==> config.mk <==
export PLATFORM = sky130hd
export DESIGN_NAME = lbi2d_queue
export DESIGN_NICKNAME = d
export VERILOG_FILES = /design/src/hdl/lbi2d_pkg.sv /design/src/hdl/lbi2d_queue.sv
export SDC_FILE = /design/constraint.sdc
export NUM_CORES = 1
export LEC_CHECK = 0
export BUFFER_PORTS_ARGS = -buffer_cell sky130_fd_sc_hd__clkbuf_2
export CORE_MARGIN = 4
export CORE_UTILIZATION = 30
export CTS_CLUSTER_DIAMETER = 30
export DETAILED_ROUTE_END_ITERATION = 10
export SYNTH_ARGS = -nofsm -noshare
export SYNTH_HDL_FRONTEND = slang
export SYNTH_SLANG_ARGS = --single-unit
==> constraint.sdc <==
create_clock -name clk -period 4.1 [get_ports clk]
set_clock_uncertainty 0.1 [all_clocks]
set_input_delay 0.205 -clock clk [delete_from_list [all_inputs] [get_ports clk]]
set_output_delay 0.205 -clock clk [all_outputs]
set_load 0.03 [all_outputs]
==> src/hdl/lbi2d_pkg.sv <==
// Shared types and constants of the 2D bilinear lookup-table unit.
`timescale 1ns / 1ps
`default_nettype none
package lbi2d_pkg;

  localparam int VW      = 32;           // value width (signed fixed point)
  localparam int IDX_W   = 6;            // breakpoint / grid index width
  localparam int CNT_W   = IDX_W + 1;    // breakpoint count width
  localparam int MAX_X   = 1 << IDX_W;
  localparam int MAX_Y   = 1 << IDX_W;
  localparam int ZA_W    = 2 * IDX_W;    // grid address {row, col}
  localparam int Z_DEPTH = MAX_X * MAX_Y;
  localparam int WIDE_W  = 64;           // intermediate interpolation width
  localparam int D_W     = VW + 1;       // differences of two values
  localparam int MA_W    = WIDE_W - 1;   // magnitude of a wide operand
  localparam int P_W     = MA_W + D_W;   // full product width
  localparam int LIM_W   = 61;           // intermediate magnitude cap bits
  localparam int MD_CNT_W = $clog2(P_W);

  localparam logic signed [WIDE_W-1:0] INTER_LIM =
    (WIDE_W'(1) <<< LIM_W) - WIDE_W'(1);
  localparam logic signed [WIDE_W-1:0] V_MAX = (WIDE_W'(1) <<< (VW - 1)) - WIDE_W'(1);
  localparam logic signed [WIDE_W-1:0] V_MIN = -V_MAX - WIDE_W'(1);

  typedef enum logic [1:0] {
    CMD_LD_X  = 2'd0,
    CMD_LD_Y  = 2'd1,
    CMD_LD_Z  = 2'd2,
    CMD_QUERY = 2'd3
  } cmd_t;

  typedef enum logic [1:0] {
    ST_OK         = 2'd0,
    ST_ZERO_WIDTH = 2'd1,
    ST_SATURATED  = 2'd2
  } status_t;

  typedef enum logic [1:0] {
    REG_NUM_X = 2'd0,
    REG_NUM_Y = 2'd1
  } reg_idx_t;

  typedef struct packed {
    cmd_t                   cmd;
    logic [IDX_W-1:0]       row_index;
    logic [IDX_W-1:0]       col_index;
    logic signed [VW-1:0]   load_value;
    logic signed [VW-1:0]   query_x;
    logic signed [VW-1:0]   query_y;
  } in_item_t;

  typedef struct packed {
    logic signed [VW-1:0]   interp_value;
    status_t                status;
    logic [IDX_W-1:0]       cell_row;
    logic [IDX_W-1:0]       cell_col;
  } out_item_t;

  // request as held in the queue between front and back
  typedef struct packed {
    cmd_t                   kind;
    logic [IDX_W-1:0]       row;
    logic [IDX_W-1:0]       col;
    logic signed [VW-1:0]   val_a;   // load value or query x
    logic signed [VW-1:0]   val_b;   // query y
  } q_entry_t;

  typedef struct packed {
    logic [CNT_W-1:0] num_x;
    logic [CNT_W-1:0] num_y;
  } cfg_t;

  function automatic logic signed [WIDE_W-1:0] clamp_inter(
    input logic signed [WIDE_W-1:0] v);
    logic signed [WIDE_W-1:0] r;
    if (v > INTER_LIM) r = INTER_LIM;
    else if (v < -INTER_LIM) r = -INTER_LIM;
    else r = v;
    return r;
  endfunction

endpackage
`default_nettype wire

==> src/hdl/lbi2d_queue.sv <==
// Two-entry request queue between front and back.
`timescale 1ns / 1ps
`default_nettype none
module lbi2d_queue
  import lbi2d_pkg::*;
(
  input  wire logic     clk,
  input  wire logic     rst_n,
  input  wire logic     push,
  input  wire q_entry_t push_data,
  output logic          full,
  input  wire logic     pop,
  output logic          not_empty,
  output q_entry_t      head
);

  q_entry_t   ent_r [2];
  logic       wp_r, wp_nxt, rp_r, rp_nxt;
  logic [1:0] cnt_r, cnt_nxt;

  assign full      = (cnt_r == 2'd2);
  assign not_empty = (cnt_r != 2'd0);
  assign head      = ent_r[rp_r];

  always_comb begin
    wp_nxt  = push ? ~wp_r : wp_r;
    rp_nxt  = pop ? ~rp_r : rp_r;
    cnt_nxt = cnt_r + 2'(push) - 2'(pop);
  end

  always_ff @(posedge clk) begin
    if (!rst_n) begin
      wp_r  <= 1'b0;
      rp_r  <= 1'b0;
      cnt_r <= 2'd0;
    end else begin
      wp_r  <= wp_nxt;
      rp_r  <= rp_nxt;
      cnt_r <= cnt_nxt;
    end
  end

  always_ff @(posedge clk) begin
    if (push) begin
      ent_r[wp_r] <= push_data;
    end
  end

  a_no_overflow: assert property (@(posedge clk) disable iff (!rst_n)
    full |-> !push) else $error("queue push while full");
  a_no_underflow: assert property (@(posedge clk) disable iff (!rst_n)
    pop |-> not_empty) else $error("queue pop while empty");
  a_count_range: assert property (@(posedge clk) disable iff (!rst_n)
    cnt_r != 2'd3) else $error("queue count out of range");

endmodule
`default_nettype wire

==> metrics.yaml, run 1 <==
clock-sinks: 161
grt_usage: 0.112
postRouteAntennaNets: 0
pwr-share-comb: 0.133
timing.rr.start: "wp_r"
hpwl_um: 7270
root_buffer: "clkbuf_16"
relSlewSlack: 0.229
cp_max_fo: 72
use_met2: 0.190
drt_iter0_drc: 93
synth_fp_nets: 348
syn_inst: 264
cp-start-kind: "flip-flop"
synth-xor-area-share: 0.00527
layout_common_cells: "clkbuf_2, edfxtp_1, dlygate4sd3_1"
intPower_mw: 3.23
synth_adder_area_share: 0.00422
die_y_um: 149
clk_pin_slew_ns: 0.06
core_area_um2: 19500
grt_overflow_total: 0
tns_ns: 0
avgSynthCellArea_um2: 22.5
end_kind: "output port"
ff_latch_area_um2: 4790
switchingPower_uw: 991
first_global_vias: 3706
grtUsageMet1: 0.132
synthDistinctLibCells: 14
cts_htree_levels: 4
drc_errors: 0
ys_seq_elements: 161
power_mw: 4.22
multi_input_comb_area_um2: 1080
setup_viol: 0
drt_first_pass_iters: 4
timing.final.hold_violations: 0
min-delay-start: "pop"
ir_drop_mv: 0.269
max_cap_violations: 0
routed_wl_um: 11800
power.density_nw_per_um2: 498
die_w_um: 149
insertion_delay_ns: 0.42
finalCriticalPeriod_ns: 2.66
synth_top_family_by_area: "multiplexers"
cts_tree: "built"
initial_core_util: 0.305
grt_pass1_wl_um: 18900
synthMuxAreaShare: 0.161
tightest_slew_ns: 1.15
io_buffers: 161
final_common_cell: "clkbuf_2"
rsz0062_at_grt: "no"
syn2layout_area_growth_pct: 42.8
nFillCells: 1701
yosysSeqAreaShare: 0.806
met3_usage: 0.0353
crit_type: "flip-flop to output port"
ys_warn_count: 0
drive_gt1_frac: 0.520
clockBufferDepth: 2
top_usage_layer: "met2"
worstPathRequired_ns: 3.80
fp-row-count: 51
synthSimpleGateAreaFrac: 0.00949
diodes: 0
syn_area_um2: 5940
max_freq_mhz: 376
antenna_found_initial: 0
grt_max_degree: 79
status: "complete, no violations"
cts_buffers: 17
synth_compound_area_frac: 0.00126
finalMaxSlewViolations: 0
netSwitchingFraction: 0.235
seqPwrFrac: 0.463
period_share: 0.648
via_per_inst: 4.13
vias: 3276
power_leakage_nw: 3.27
wl_per_cell_um: 14.9
clock_power_share: 0.404
crit_arrival_ns: 2.35
dieArea_um2: 22100
final_nets: 600
min_path_type: "input pin to flip-flop"
place_congestion: 0.694
boundaryPins: 162
-- critical path, stage by stage (launching register included) --
cell	delay [ns]
dfxtp_4	1.05
buf_4	0.33
mux2_2	0.34
clkbuf_2	0.18
-- sequential cells by signal (all words and copies together) (netlist names), named ones only --
name	count
ent_r	156
rp_r	1
cnt_r	2
wp_r	1
-- final timing paths --
check | to | slack (ns) | cells after the start
max reg2reg | ent_r[0][9] | 2.04 | 2
min reg2reg | flip-flop | 0.48 | 2
max | head[50] | 1.44 | 3
min | flip-flop | 0.04 | 3
-- power by group through the flow --
stage,Sequential [mW],Combinational (mW),Clock [mW]
final,1.95,0.560,1.71
after global routing,1.96,0.597,1.84
after CTS,1.96,0.569,1.76
after detailed placement,1.99,0.506,0
after global placement,1.99,0.498,0
after floorplan,1.96,0.375,0
-- per-layer routing --
| layer | wire length (um) | part of all wire |
|---|---|---|
| met5 | 0 | 0 |
| met1 | 5040 | 0.43 |
| met2 | 5980 | 0.51 |
| met4 | 193 | 0.016 |
| met3 | 616 | 0.052 |
-- synthesized netlist by cell type --
library cell / n / area share
ha_1: 2 / 0.0042
o21a_1: 1 / 0.0013
mux2_4: 20 / 0.051
inv_1: 2 / 0.0013
xor2_1: 1 / 0.0015
dfxtp_1: 5 / 0.017
xnor3_1: 1 / 0.0038
nor2b_1: 4 / 0.0042
edfxtp_1: 156 / 0.79
buf_2: 5 / 0.0042
buf_6: 4 / 0.0076
and2_1: 4 / 0.0042
mux2_2: 58 / 0.11
or2_2: 1 / 0.0011
-- cell type report --
class | instances | share of cell area
Sequential cell | 161 | 0.565
Tap cell | 265 | 0.0391
Inverter | 2 | 0.000886
Clock inverter | 14 | 0.0249
Clock buffer | 18 | 0.0506
Timing Repair Buffer | 242 | 0.192
Multi-Input combinational cell | 92 | 0.128
-- metrics by stage --
step | hold slack, ns | area (um2) | instances | setup WS [ns] | util
2_1_floorplan | 0.204 | 5940 | 264 | 1.21 | -
3_3_place_gp | 0.295 | 7040 | 683 | 1.82 | 0.362
3_5_place_dp | 0.299 | 7040 | 683 | 1.81 | 0.362
4_1_cts | 0.0201 | 8480 | 794 | 1.34 | 0.435
5_1_grt | 0.0206 | 8480 | 794 | 1.26 | 0.435
6_report | 0.0415 | 8480 | 794 | 1.44 | 0.435
-- timing repair --
item	4_1_cts	5_1_grt
hold endpoints to repair	161	0
setup buffers	0	0
endpoints found under the setup margin	0	0
resized for setup	0	0
hold buffers	79	0
-- cells by family after synthesis --
family                   count (synthesis)
AO/OA/AOI/OAI                            1
XOR/XNOR                                 2
adder cells (fa/ha/maj)                  2
buffers and inverters                   11
flip-flops                             161
multiplexers                            78
AND/OR/NAND/NOR                          9
No activity file was read; power rests on OpenSTA's default activity.
==> run 2, diff against run 1 <==
--- a/config.mk
+++ b/config.mk
@@ -5,6 +5,7 @@
 export SDC_FILE = /design/constraint.sdc
 export NUM_CORES = 1
 export LEC_CHECK = 0
+export ABC_AREA = 1
 export BUFFER_PORTS_ARGS = -buffer_cell sky130_fd_sc_hd__clkbuf_2
 export CORE_MARGIN = 4
 export CORE_UTILIZATION = 30
==> constraint.sdc (replaced) <==
create_clock -name clk -period 2.65 [get_ports clk]
set_clock_uncertainty 0.1 [all_clocks]
set_input_delay 0.1325 -clock clk [delete_from_list [all_inputs] [get_ports clk]]
set_output_delay 0.1325 -clock clk [all_outputs]
set_load 0.03 [all_outputs]
==> metrics.yaml, run 2 <==
end_kind: "output port"
synth_area_leader_cell: "edfxtp_1"
ys_seq_elements: 161
grt_max_degree: 43
power_mw: 6.28
post-synth-top-count-cell: "edfxtp_1"
finalCriticalPeriod_ns: 2.05
syn_area_um2: 5930
timing.rr.start: "wp_r"
antenna_found_initial: 0
relSlewSlack: 0.650
finalMaxSlewViolations: 0
syn2layout_area_growth_pct: 43.6
netlist_top_cells_count: "edfxtp_1, mux2_2, mux2_4"
clk_pin_slew_ns: 0.06
place_congestion: 0.694
setup_viol: 0
power_leakage_nw: 3.32
grt_usage: 0.109
dieArea_um2: 22100
top_usage_layer: "met2"
power.density_nw_per_um2: 737
layout_common_cells: "clkbuf_2, edfxtp_1, dlygate4sd3_1"
drive_gt1_frac: 0.506
die_w_um: 149
clockBufferDepth: 2
final_nets: 619
reg2reg_depth: 3
rsz0062_at_grt: "no"
cts_hold_buf: 82
crit_arrival_ns: 1.81
period_share: 0.772
met3_usage: 0.0402
largest_register_ffs: 156
cts_tree: "built"
drt_first_pass_iters: 4
initial_core_util: 0.305
hpwl_um: 7740
largestRegisters: "ent_r: 156 flops, cnt_r: 2 flops"
vias: 3369
syn_inst: 276
cts_htree_levels: 4
insertion_delay_ns: 0.41
avgSynthCellArea_um2: 21.5
drt_iter0_drc: 135
clock-sinks: 161
cp-start-kind: "flip-flop"
synth_async_sr_flop_share: 0
routed_wl_um: 12000
status: "complete, no violations"
io_buffers: 161
synth_flop_cell: "edfxtp_1"
synth_edf_count: 156
ys_top_cells_by_area: "edfxtp_1, mux2_2, mux2_4, dfxtp_1, buf_6"
nFillCells: 1708
core_area_um2: 19500
crit_type: "flip-flop to output port"
fp-row-count: 51
grt_overflow_total: 0
ys_warn_count: 0
top_register: "ent_r"
tns_ns: 0
root_buffer: "clkbuf_16"
via_per_inst: 4.16
first_global_vias: 3581
cp_max_fo: 22
wl_per_cell_um: 14.8
r2r-end: "ent_r[1][53]"
cp-endpoint: "head[7]"
cts_buffers: 17
use_met2: 0.179
worstPathRequired_ns: 2.42
die_y_um: 149
drc_errors: 0
ir_drop_mv: 0.415
yosysSeqAreaShare: 0.806
grt_pass1_wl_um: 18400
diodes: 0
postRouteAntennaNets: 0
final_common_cell: "clkbuf_2"
grtUsageMet1: 0.135
max_freq_mhz: 489
min_path_type: "input pin to flip-flop"
boundaryPins: 162
synthDistinctLibCells: 12
max_cap_violations: 0
postCtsSetupRepairBufs: 0
ff2ff_setup_slack_ns: 0.97
tightest_slew_ns: 0.524
cts_resized: 0
timing.final.hold_violations: 0
worstHoldPathCells: 2
synth_top_area_share: 0.790
synth_fp_nets: 360
-- run 2: cell types whose count changed in the layout (fill, tap and decap cells not counted), sizes merged, moves of 3 or more --
cell,previous run,this run
buf,2,6
inv,4,7
dlygate4sd3,79,82
nand2,0,9
nor2b,4,0
nor2,0,8
and2,4,0
-- run 2: cell families after synthesis --
logic type,count (synthesis),share of synthesized area
and+or+nand+nor,18,0.0116
muxes,78,0.161
adders and majority gates,2,0.00422
buffers and inverters,16,0.0162
DFF,161,0.806
AOI/OAI and AO/OA,1,0.000843
-- run 2: report_power, final --
group          switching, mW  leakage, nW  internal (mW)  total, mW
registers             0.0373         1.51           2.95       2.98
clock network          0.919        0.288           1.56       2.48
logic                  0.481         1.52          0.343      0.824
total                   1.44         3.32           4.85       6.28
-- run 2: worst min path at each step --
| stage | from | to | slack [ns] |
|---|---|---|---|
| after floorplan | rst_n | cnt_r[0] | 0.13 |
| after global placement | push_data[23] | ent_r[0][23] | 0.22 |
| after detailed placement | push_data[33] | ent_r[0][33] | 0.22 |
| after CTS | push_data[44] | ent_r[1][44] | 0.32 |
| after global routing | push_data[44] | ent_r[1][44] | 0.33 |
| final | push_data[44] | ent_r[1][44] | 0.35 |
-- run 2: cell type report --
type                    count  area [um2]  share of cell area
inverters                   7        27.5             0.00323
clock inverters            10         164              0.0192
flip-flops and latches    161        4790               0.562
repair buffers            249        1720               0.202
well taps                 265         332              0.0389
multi-input cells          99        1060               0.124
clock buffers              18         429              0.0504
-- run 2: critical path: stages, from the launching register on --
cell,delay [ns]
dfxtp_4,0.49
buf_4,0.34
mux2_2,0.37
clkbuf_2,0.18
-- run 2: layer usage --
layer  share of wire  vias up
met5               0        -
met4           0.010        0
met3           0.067       10
met2            0.49      124
met1            0.43     1650
li1                -     1585
-- run 2: per-stage QoR --
step	hold WS (ns)	instance area [um2]	setup WS, ns	utilization	std cells
6_report	0.355	8520	0.604	0.438	809
5_1_grt	0.331	8520	0.501	0.438	809
4_1_cts	0.317	8520	0.542	0.438	809
3_5_place_dp	0.225	7110	0.952	0.365	699
3_3_place_gp	0.221	7110	0.979	0.365	699
2_1_floorplan	0.126	5940	0.140	-	276
